==> config.mk <==
export PLATFORM = sky130hd
export DESIGN_NAME = two_segment_log_pointer_manager_core
export DESIGN_NICKNAME = d
export VERILOG_FILES = /design/src/sv/tslpm_pkg.sv /design/src/sv/two_segment_log_pointer_manager_core.sv
export SDC_FILE = /design/constraint.sdc
export NUM_CORES = 1
export LEC_CHECK = 0
export BUFFER_PORTS_ARGS = -buffer_cell sky130_fd_sc_hd__clkbuf_2
export CAP_MARGIN = 0
export CORE_ASPECT_RATIO = 1.75
export CORE_UTILIZATION = 24
export DETAILED_ROUTE_END_ITERATION = 12
export HOLD_SLACK_MARGIN = 0.03
export SLEW_MARGIN = 10
export SYNTH_ARGS = -nofsm -noshare
export SYNTH_HDL_FRONTEND = slang
export SYNTH_SLANG_ARGS = --single-unit
==> constraint.sdc <==
create_clock -name clk -period 27 [get_ports clk]
set_clock_uncertainty 0.1 [all_clocks]
set_input_delay 0 -clock clk [delete_from_list [all_inputs] [get_ports clk]]
set_output_delay 0 -clock clk [all_outputs]
set_load 0.005 [all_outputs]
==> src/sv/tslpm_pkg.sv <==
package tslpm_pkg;

  localparam int unsigned PTR_W = 21;
  localparam int unsigned CNT_W = 17;
  localparam int unsigned LEN_W = 16;
  localparam int unsigned REC_W = 17;
  localparam int unsigned PEND_W = 18;
  localparam int unsigned DROP_W = 32;

  localparam int unsigned IN_TDATA_W = 24;
  localparam int unsigned OUT_TDATA_W = 96;
  localparam int unsigned STATUS_W = 3;

  localparam logic [PTR_W-1:0] MAX_SEGMENT_BYTES = 21'd1048576;
  localparam logic [REC_W-1:0] HEADER_BYTES = 17'd12;
  localparam logic [LEN_W-1:0] MAX_PAYLOAD_BYTES = 16'd4096;
  localparam logic [PTR_W-1:0] CAP_RESET = 21'd1048576;
  localparam logic [CNT_W-1:0] CNT_MAX = {CNT_W{1'b1}};

  typedef enum logic [0:0] {
    OP_ENQ = 1'b0,
    OP_POP = 1'b1
  } op_t;

  typedef enum logic [STATUS_W-1:0] {
    ST_OK      = 3'd0,
    ST_BAD_LEN = 3'd1,
    ST_TOO_BIG = 3'd2,
    ST_EMPTY   = 3'd3,
    ST_BAD_HDR = 3'd4
  } status_t;

endpackage

==> src/sv/two_segment_log_pointer_manager_core.sv <==
// Flow: an input transfer loads the input register; the item then moves on to the result
// register once that register is empty or out_tready is high, and out_tvalid rises.
// Throughput: one item per cycle while out_tready does not stall; the input register feeds
// single-pass pointer logic whose state updates land in the same cycle the result is registered.
// Reset (rst_n low, synchronous): both segments cleared, segment 0 active, drop count
// zero, segment capacity 1048576, both stages empty.
module two_segment_log_pointer_manager_core
  import tslpm_pkg::*;
(
  input  logic                   clk,
  input  logic                   rst_n,

  input  logic                   cfg_wr_en,
  input  logic [PTR_W-1:0]       cfg_wr_data,   // segment_capacity

  input  logic                   in_tvalid,
  output logic                   in_tready,
  input  logic [IN_TDATA_W-1:0]  in_tdata,      // [15:0] payload_length, [16] discarded
  input  logic                   in_tuser,      // op

  output logic                   out_tvalid,
  input  logic                   out_tready,
  output logic [OUT_TDATA_W-1:0] out_tdata,     // [0] segment, [21:1] byte_offset,
                                                // [22] rotated, [39:23] dropped_now,
                                                // [57:40] pending_records,
                                                // [89:58] dropped_total
  output logic [STATUS_W-1:0]    out_tuser      // status
);

  logic [PTR_W-1:0]  cap_r;

  logic              in_vld_r;
  op_t               in_op_r;
  logic [LEN_W-1:0]  in_len_r;
  logic              in_disc_r;

  logic [PTR_W-1:0]  head_r [2];
  logic [PTR_W-1:0]  tail_r [2];
  logic [CNT_W-1:0]  cnt_r  [2];
  logic              act_r;
  logic [DROP_W-1:0] drop_cnt_r;

  logic [PTR_W-1:0]  head_nxt [2];
  logic [PTR_W-1:0]  tail_nxt [2];
  logic [CNT_W-1:0]  cnt_nxt  [2];
  logic              act_nxt;
  logic [DROP_W-1:0] drop_cnt_nxt;

  logic              out_vld_r;
  status_t           out_st_r;
  logic              out_seg_r;
  logic [PTR_W-1:0]  out_off_r;
  logic              out_rot_r;
  logic [CNT_W-1:0]  out_drop_r;
  logic [PEND_W-1:0] out_pend_r;

  status_t           st;
  logic              seg;
  logic [PTR_W-1:0]  off;
  logic              rot;
  logic [CNT_W-1:0]  dropped;
  logic [PEND_W-1:0] pend;
  logic              fire;

  logic [REC_W-1:0]  rec;
  logic              len_bad;
  logic              tgt;
  logic [PTR_W-1:0]  tail_base;
  logic [CNT_W-1:0]  cnt_base;
  logic [CNT_W-1:0]  cnt_dec;
  logic [DROP_W:0]   drop_sum;

  assign fire = in_vld_r && (!out_vld_r || out_tready);
  assign in_tready = !in_vld_r || fire;

  always_comb begin
    rec       = HEADER_BYTES + {1'b0, in_len_r};
    len_bad   = (in_len_r == '0) || (in_len_r > MAX_PAYLOAD_BYTES);
    head_nxt  = head_r;
    tail_nxt  = tail_r;
    cnt_nxt   = cnt_r;
    act_nxt   = act_r;
    st        = ST_OK;
    seg       = act_r;
    off       = '0;
    rot       = 1'b0;
    dropped   = '0;
    tgt       = act_r;
    tail_base = '0;
    cnt_base  = '0;
    cnt_dec   = '0;
    if (in_op_r == OP_ENQ) begin
      if (len_bad) begin
        st = ST_BAD_LEN;
      end else if ({4'b0, rec} > cap_r) begin
        st = ST_TOO_BIG;
      end else begin
        if (({1'b0, tail_r[act_r]} + {5'b0, rec}) > {1'b0, cap_r}) begin
          rot          = 1'b1;
          tgt          = ~act_r;
          dropped      = cnt_r[~act_r];
          act_nxt      = ~act_r;
          head_nxt[~act_r] = '0;
          tail_base    = '0;
          cnt_base     = '0;
        end else begin
          tail_base    = tail_r[act_r];
          cnt_base     = cnt_r[act_r];
        end
        seg           = tgt;
        off           = tail_base;
        tail_nxt[tgt] = tail_base + {4'b0, rec};
        cnt_nxt[tgt]  = (cnt_base == CNT_MAX) ? cnt_base : cnt_base + 1'b1;
      end
    end else begin
      if ((cnt_r[0] == '0) && (cnt_r[1] == '0)) begin
        st  = ST_EMPTY;
        seg = 1'b0;
      end else begin
        tgt     = (cnt_r[~act_r] != '0) ? ~act_r : act_r;
        seg     = tgt;
        off     = head_r[tgt];
        cnt_dec = cnt_r[tgt] - 1'b1;
        if (len_bad) begin
          st = ST_BAD_HDR;
        end else begin
          if (cnt_dec == '0) begin
            head_nxt[tgt] = '0;
            tail_nxt[tgt] = '0;
            cnt_nxt[tgt]  = '0;
          end else begin
            head_nxt[tgt] = head_r[tgt] + {4'b0, rec};
            cnt_nxt[tgt]  = cnt_dec;
          end
          if (in_disc_r) begin
            dropped = {{(CNT_W-1){1'b0}}, 1'b1};
          end
        end
      end
    end
    drop_sum     = {1'b0, drop_cnt_r} + {{(DROP_W+1-CNT_W){1'b0}}, dropped};
    drop_cnt_nxt = drop_sum[DROP_W] ? {DROP_W{1'b1}} : drop_sum[DROP_W-1:0];
    pend         = {1'b0, cnt_nxt[0]} + {1'b0, cnt_nxt[1]};
  end

  always_ff @(posedge clk) begin
    if (!rst_n) begin
      cap_r      <= CAP_RESET;
      in_vld_r   <= 1'b0;
      out_vld_r  <= 1'b0;
      head_r     <= '{default: '0};
      tail_r     <= '{default: '0};
      cnt_r      <= '{default: '0};
      act_r      <= 1'b0;
      drop_cnt_r <= '0;
    end else begin
      if (cfg_wr_en) begin
        cap_r <= (cfg_wr_data > MAX_SEGMENT_BYTES) ? MAX_SEGMENT_BYTES : cfg_wr_data;
      end
      if (in_tready) begin
        in_vld_r <= in_tvalid;
      end
      if (fire) begin
        out_vld_r  <= 1'b1;
        head_r     <= head_nxt;
        tail_r     <= tail_nxt;
        cnt_r      <= cnt_nxt;
        act_r      <= act_nxt;
        drop_cnt_r <= drop_cnt_nxt;
      end else if (out_tready) begin
        out_vld_r <= 1'b0;
      end
    end
  end

  always_ff @(posedge clk) begin
    if (in_tready && in_tvalid) begin
      in_op_r   <= op_t'(in_tuser);
      in_len_r  <= in_tdata[LEN_W-1:0];
      in_disc_r <= in_tdata[LEN_W];
    end
    if (fire) begin
      out_st_r   <= st;
      out_seg_r  <= seg;
      out_off_r  <= off;
      out_rot_r  <= rot;
      out_drop_r <= dropped;
      out_pend_r <= pend;
    end
  end

  assign out_tvalid = out_vld_r;
  assign out_tuser  = out_st_r;
  assign out_tdata  = {6'b0, drop_cnt_r, out_pend_r, out_drop_r, out_rot_r,
                       out_off_r, out_seg_r};

  a_err_no_side: assert property (@(posedge clk) disable iff (!rst_n)
    out_vld_r && (out_st_r != ST_OK) |-> !out_rot_r && (out_drop_r == '0))
    else $error("error result reports rotation or drops");

  a_stall_blocks: assert property (@(posedge clk) disable iff (!rst_n)
    in_vld_r && out_vld_r && !out_tready |-> !in_tready && !fire)
    else $error("input stage advanced into a full result register");

  a_drop_mono: assert property (@(posedge clk)
    rst_n && $past(rst_n) |-> drop_cnt_r >= $past(drop_cnt_r))
    else $error("drop count decreased");

  a_reset_empty: assert property (@(posedge clk)
    !rst_n |=> !out_vld_r && !in_vld_r)
    else $error("stage valid after reset");

endmodule

==> results.py, run 1 <==
metrics = {
    "run_status": {
        "status": "completed",
    },
    "timing": {
        "setup_viol_count_final": 0,
        "relSlewSlack": 0.306,
        "fin_ws_ns": 15.30,
        "finalSetupTns_ns": 0,
        "rsz0062_at_grt": "no",
        "slew_violations": 0,
        "hold_viol_final": 0,
        "finalCriticalPeriod_ns": 11.70,
        "holdWs_ns": 0.103,
        "fin_crit_sh": 0.433,
        "fmax_ghz": 0.0854,
        "tightest_slew_ns": 1.01,
    },
    "power_and_ir_drop": {
        "power_density_mw_per_mm2": 49.4,
        "p_comb_frac": 0.184,
        "power_switching_uw": 320,
        "seqPwrFrac": 0.398,
        "swShare": 0.303,
        "p_int_uw": 736,
        "p_clk_frac": 0.418,
        "power_mw": 1.06,
        "leakagePower_nw": 8.57,
        "peakVddDrop_mv": 0.0612,
    },
    "floorplanning": {
        "dieArea_mm2": 0.0757,
        "die_w_um": 208,
        "die_h_um": 363,
        "ios": 152,
        "initial_core_util": 0.242,
        "core_area_mm2": 0.0738,
        "num_rows": 132,
    },
    "critical_path": {
        "rr_worst_depth": 42,
        "crit_fanout": 27,
        "path_class": "register to register",
        "critPathTopFamily": "compound AO/OA/AOI/OAI gates",
        "regToRegSetupSlack_ns": 15.30,
        "r2r-start": "act_r$_SDFFE_PN0P_",
        "cp-startpoint": "act_r$_SDFFE_PN0P_",
        "crit_cells": 42,
        "setup.worst_path.end": "out_pend_r[17]$_DFFE_PP_",
        "worstPathArrival_ns": 11.96,
        "max_stage_delay_ns": 0.67,
        "r2r_end": "out_pend_r[17]$_DFFE_PP_",
        "slowest_stage": "dfxtp_4",
        "cp-end-kind": "register",
        "worstSetupStartpointType": "register",
        "cp_num_buf_inv": 2,
        "crit_path_frequent_cell": "a21oi_1",
        "cp.required_ns": 27.26,
    },
    "final_layout": {
        "finish.utilization": 0.290,
        "drive_gt1_frac": 0.123,
        "synthToLayoutAreaGrowth_pct": 19.5,
        "fin_nets": 2469,
        "fillers": 7775,
    },
    "clock_tree": {
        "htreeDepth": 1,
        "clk_pin_slew_ns": 0.07,
        "root_buffer": "clkbuf_16",
        "clock_latency_ns": 0.61,
        "cts-resized-gates": 0,
        "cts_buffers": 29,
        "cts_tree": "yes",
        "postCtsHoldBufs": 83,
        "postCtsSetupBuffers": 0,
        "clockBufferDepth": 3,
        "clock_sinks": 253,
    },
    "grt": {
        "antenna_found_initial": 1,
        "grt_pass1_wl_um": 97900,
        "gr-total-overflow": 0,
        "grt_max_degree": 83,
        "first_global_vias": 16807,
        "track_usage": 0.167,
    },
    "synthesis": {
        "synth_top_area_share": 0.195,
        "synth_seq_cells": 253,
        "synth.avg_cell_area_um2": 8.39,
        "synthesis.area_mm2": 0.0179,
        "syn_inst": 2133,
        "ys_warn_count": 0,
        "synth.area.top_cells": "dfxtp_1 19%, edfxtp_1 13%, ha_1 8.8%",
        "synth_edf_count": 79,
        "synth.largest_area_cell": "dfxtp_1",
        "ys.flop_type": "dfxtp_1",
        "ys_types": 81,
        "yosysSeqAreaShare": 0.327,
        "async_flop_share": 0,
    },
    "run": {
        "maxCapViolCount": 0,
    },
    "drt": {
        "firstDrtPassIters": 6,
        "wl_per_cell_um": 19.9,
        "ant_nets": 0,
        "post-route-drc-count": 0,
        "finalWirelength_um": 64600,
        "via_per_inst": 5.27,
        "drt_iter0_drc": 1298,
        "vias": 17134,
    },
    "placement": {
        "hpwl_um": 46300,
        "port-buffer-count": 138,
        "gp_congestion": 0.964,
        "post-place-ws_ns": 15.44,
    },
    "hold_path": {
        "hold_path.class": "input port to register",
    },
}
logic make-up after synthesis:
family          after synthesis  share of synthesized area
buf+inv                     222                     0.0501
xor+xnor                    129                     0.0642
flops                       253                      0.327
compound gates              633                      0.239
simple gates                687                      0.182
fa+ha+maj                   132                     0.0943
other cells                   1                   0.000210
mux                          76                     0.0429
final cells by class:
| cell class | instances | area [um2] | area share |
|---|---|---|---|
| well taps | 938 | 1170 | 0.0549 |
| multi-input cells | 1663 | 11200 | 0.523 |
| clock buffers | 39 | 827 | 0.0387 |
| clock inverters | 15 | 213 | 0.00995 |
| diodes | 2 | 5.00 | 0.000234 |
| inverters | 81 | 307 | 0.0143 |
| repair buffers | 259 | 1810 | 0.0845 |
| flip-flops and latches | 253 | 5860 | 0.274 |
Yosys cell counts (22+ instances only):
master and count:
a22o_1 49, o211ai_1 24, nor4_1 30, nand3_1 60
xnor2_1 75, nor2_1 188, dfxtp_1 174, a21o_1 36
nand2_1 206, xor2_1 53, inv_1 80, o21ai_0 127
clkbuf_1 113, ha_1 126, a21oi_1 138, edfxtp_1 79
o31ai_1 27, and3_1 22, mux2i_1 70, nor3_1 61
a31oi_1 38
power groups by stage:
stage | combinational, mW | sequential, mW | clock, mW
3_5_place_dp | 0.182 | 0.428 | 0
5_1_grt | 0.211 | 0.422 | 0.467
6_report | 0.195 | 0.420 | 0.442
3_3_place_gp | 0.180 | 0.429 | 0
4_1_cts | 0.192 | 0.420 | 0.455
2_1_floorplan | 0.129 | 0.420 | 0
routing by layer:
layer | vias to the layer above | track usage | share of wire
met3 | 204 | 0.0151 | 0.046
met1 | 8124 | 0.180 | 0.38
li1 | 8139 | - | -
met5 | - | 0 | 0
met2 | 667 | 0.308 | 0.51
met4 | 0 | 0.114 | 0.072
cell usage in the layout (no fill, tap or decap), types with 14 or more instances in the layout:
cell type and count:
nand2_1 206, nor2_1 187, dfxtp_1 173, a21oi_1 138, clkbuf_2 138, o21ai_0 127, ha_1 126, dlygate4sd3_1 83
edfxtp_1 79, inv_1 78, xnor2_1 74, mux2i_1 70, nor3_1 61, nand3_1 60, xor2_1 53, a22o_1 49
a31oi_1 38, buf_4 38, a21o_1 36, clkbuf_16 32, nor4_1 28, o31ai_1 27, o211ai_1 24, and3_1 22
o21a_1 21, nand2b_1 19, a2bb2oi_1 19, o21bai_1 18, nand4_1 17, o22ai_1 17, or2_2 16, nor2b_1 15
o2bb2ai_1 14
flip-flops by register name, summed over array words and instances (netlist names):
name        cells
in_vld_r        1
out_tvalid      1
tail_r         42
out_drop_r     17
cnt_r          34
out_pend_r     18
act_r           1
out_off_r      21
out_seg_r       1
out_rot_r       1
in_op_r         1
head_r         42
in_disc_r       1
in_len_r       16
drop_cnt_r     32
out_tuser       3
cap_r          21
metrics by stage:
stage,cells,area [um2]
2_1_floorplan,2138,17900
3_3_place_gp,3111,19500
3_5_place_dp,3111,19500
4_1_cts,3248,21400
5_1_grt,3248,21400
6_report,3250,21400
how the worst min path moves through the flow:
stage	from	endpoint	slack, ns	cells after the start
finish	in_tuser	in_op_r$_DFFE_PP_	0.10	2
global route	in_tuser	in_op_r$_DFFE_PP_	0.1	2
CTS	in_tuser	in_op_r$_DFFE_PP_	0.08	2
detailed placement	in_tdata[0]	in_len_r[0]$_DFFE_PP_	0.08	1
global placement	in_tdata[5]	in_len_r[5]$_DFFE_PP_	0.08	1
floorplan	in_tdata[16]	in_disc_r$_DFFE_PP_	-0.001	0
worst reg2reg max path: cells and delay by family, from the launching register on:
family / cells / cell delay (ns)
fa+ha+maj: 4 / 1.44
xor+xnor: 1 / 0.13
flops: 1 / 0.67
mux: 1 / 0.64
compound gates: 24 / 5.66
buf+inv: 2 / 0.25
simple gates: 10 / 2.57
No activity file was read; power rests on OpenSTA's default activity.
==> inputs of run 2 (changes only) <==
==> constraint.sdc (replaced) <==
create_clock -name clk -period 12.15 [get_ports clk]
set_clock_uncertainty 0.1 [all_clocks]
set_input_delay 0 -clock clk [delete_from_list [all_inputs] [get_ports clk]]
set_output_delay 0 -clock clk [all_outputs]
set_load 0.005 [all_outputs]
==> results.py, run 2 (synthesized netlist as in run 1, its figures left out) <==
metrics = {
    "run_status": {
        "status": "completed",
    },
    "clock_tree": {
        "clk_pin_slew_ns": 0.07,
        "clock_sinks": 253,
        "root_buffer": "clkbuf_16",
        "cts_buffers": 29,
        "clockBufferDepth": 3,
        "htreeDepth": 1,
        "postCtsHoldBufs": 82,
        "postCtsSetupBuffers": 0,
        "cts-resized-gates": 0,
        "clock_latency_ns": 0.59,
        "cts_tree": "yes",
    },
    "floorplanning": {
        "die_h_um": 363,
        "ios": 152,
        "core_area_mm2": 0.0738,
        "dieArea_mm2": 0.0757,
        "die_w_um": 208,
        "num_rows": 132,
        "initial_core_util": 0.242,
    },
    "grt": {
        "grt_pass1_wl_um": 98300,
        "first_global_vias": 16662,
        "track_usage": 0.168,
        "antenna_found_initial": 0,
        "gr-total-overflow": 0,
        "grt_max_degree": 79,
    },
    "timing": {
        "finalSetupTns_ns": 0,
        "relSlewSlack": 0.156,
        "rsz0062_at_grt": "no",
        "slew_violations": 0,
        "finalCriticalPeriod_ns": 11.02,
        "fin_crit_sh": 0.907,
        "holdWs_ns": 0.105,
        "tightest_slew_ns": 1.25,
        "setup_viol_count_final": 0,
        "hold_viol_final": 0,
        "fmax_ghz": 0.0908,
    },
    "critical_path": {
        "critPathTopFamily": "compound AO/OA/AOI/OAI gates",
        "path_class": "register to register",
        "worstPathArrival_ns": 11.25,
        "cp-startpoint": "act_r$_SDFFE_PN0P_",
        "crit_fanout": 37,
        "crit_cells": 44,
        "regToRegSetupSlack_ns": 1.13,
        "rr_worst_depth": 44,
        "cp_num_buf_inv": 3,
        "slowest_stage": "dfxtp_4",
        "cp-end-kind": "register",
        "r2r_end": "out_pend_r[17]$_DFFE_PP_",
        "worstSetupStartpointType": "register",
        "max_stage_delay_ns": 0.78,
        "r2r-start": "act_r$_SDFFE_PN0P_",
        "setup.worst_path.end": "out_pend_r[17]$_DFFE_PP_",
        "cp.required_ns": 12.38,
    },
    "drt": {
        "finalWirelength_um": 65300,
        "firstDrtPassIters": 5,
        "via_per_inst": 5.24,
        "met3_length_um": 3070,
        "drt_iter0_drc": 1162,
        "ant_nets": 0,
        "wl_per_cell_um": 20.1,
        "drt-met1-wl_um": 24600,
        "post-route-drc-count": 0,
        "wl_met2_um": 33300,
        "vias": 17060,
        "maxUsedRoutingLayer": "met4",
    },
    "placement": {
        "port-buffer-count": 138,
        "dp_cells": 3119,
        "hpwl_um": 47400,
        "gp_congestion": 0.987,
    },
    "final_layout": {
        "fin_nets": 2476,
        "drive_gt1_frac": 0.128,
        "ff_latch_area_mm2": 0.00586,
        "top_regs": "head_r: 42 flops, tail_r: 42 flops, cnt_r: 34 flops",
        "layout_common_cells": "206 x nand2_1, 187 x nor2_1, 173 x dfxtp_1",
        "instances_no_fill": 3254,
        "finish.utilization": 0.289,
        "multi_input_area_mm2": 0.0112,
        "synthToLayoutAreaGrowth_pct": 19.3,
        "fillers": 7879,
        "final_common_cell": "nand2_1",
        "diodes": 0,
    },
    "run": {
        "maxCapViolCount": 0,
    },
    "power_and_ir_drop": {
        "leakagePower_nw": 8.58,
        "power_density_mw_per_mm2": 107,
        "power_mw": 2.27,
        "peakVddDrop_mv": 0.0937,
    },
    "hold_path": {
        "hold_path.class": "input port to register",
    },
}
[run 2: changes by cell type in the layout (fill, tap and decap cells not counted), sizes merged]
cell | previous run | this run
bufinv | 4 | 0
diode | 2 | 0
dlygate4sd3 | 83 | 82
clkbuf | 177 | 178
clkinv | 3 | 4
buf | 38 | 46
inv | 87 | 90
clkinvlp | 2 | 0
[run 2: through the flow]
step           cell area [um2]  setup slack (ns)
6_report                 21300              1.13
5_1_grt                  21300             0.375
4_1_cts                  21300              1.27
3_5_place_dp             19600              1.33
3_3_place_gp             19600              1.41
2_1_floorplan            17900             0.334
[run 2: per-layer routing]
metal  up-vias  track usage
li1       8137            -
met1      8154        0.182
met2       576        0.307
met3       193       0.0214
met4         0        0.110
met5         -            0
[run 2: worst register-to-register path: cells and delay by family (launching register included)]
family                   cells  cell delay, ns
AO/OA/AOI/OAI               24            5.14
AND/OR/NAND/NOR             10            2.36
multiplexers                 1            0.41
adder cells (fa/ha/maj)      5            1.55
buffers and inverters        3            0.33
flip-flops                   1            0.78
XOR/XNOR                     1            0.10
[run 2: cell type report]
type	count	share of cell area
multi-input cells	1663	0.524
flip-flops and latches	253	0.275
repair buffers	266	0.0870
well taps	938	0.0550
clock buffers	40	0.0403
inverters	81	0.0144
clock inverters	13	0.00469
[run 2: how the worst min path moves through the flow]
stage                      start                     end  cells after the start
CTS                     in_tuser       in_op_r$_DFFE_PP_                      2
floorplan           in_tdata[16]     in_disc_r$_DFFE_PP_                      0
detailed placement  in_tdata[12]  in_len_r[12]$_DFFE_PP_                      1
finish                  in_tuser       in_op_r$_DFFE_PP_                      2
global placement     in_tdata[4]   in_len_r[4]$_DFFE_PP_                      1
global route            in_tuser       in_op_r$_DFFE_PP_                      2
[run 2: power breakdown]
group | internal, mW | switching [mW]
registers | 0.900 | 0.0348
clock network | 0.502 | 0.399
logic | 0.167 | 0.271
total | 1.57 | 0.704
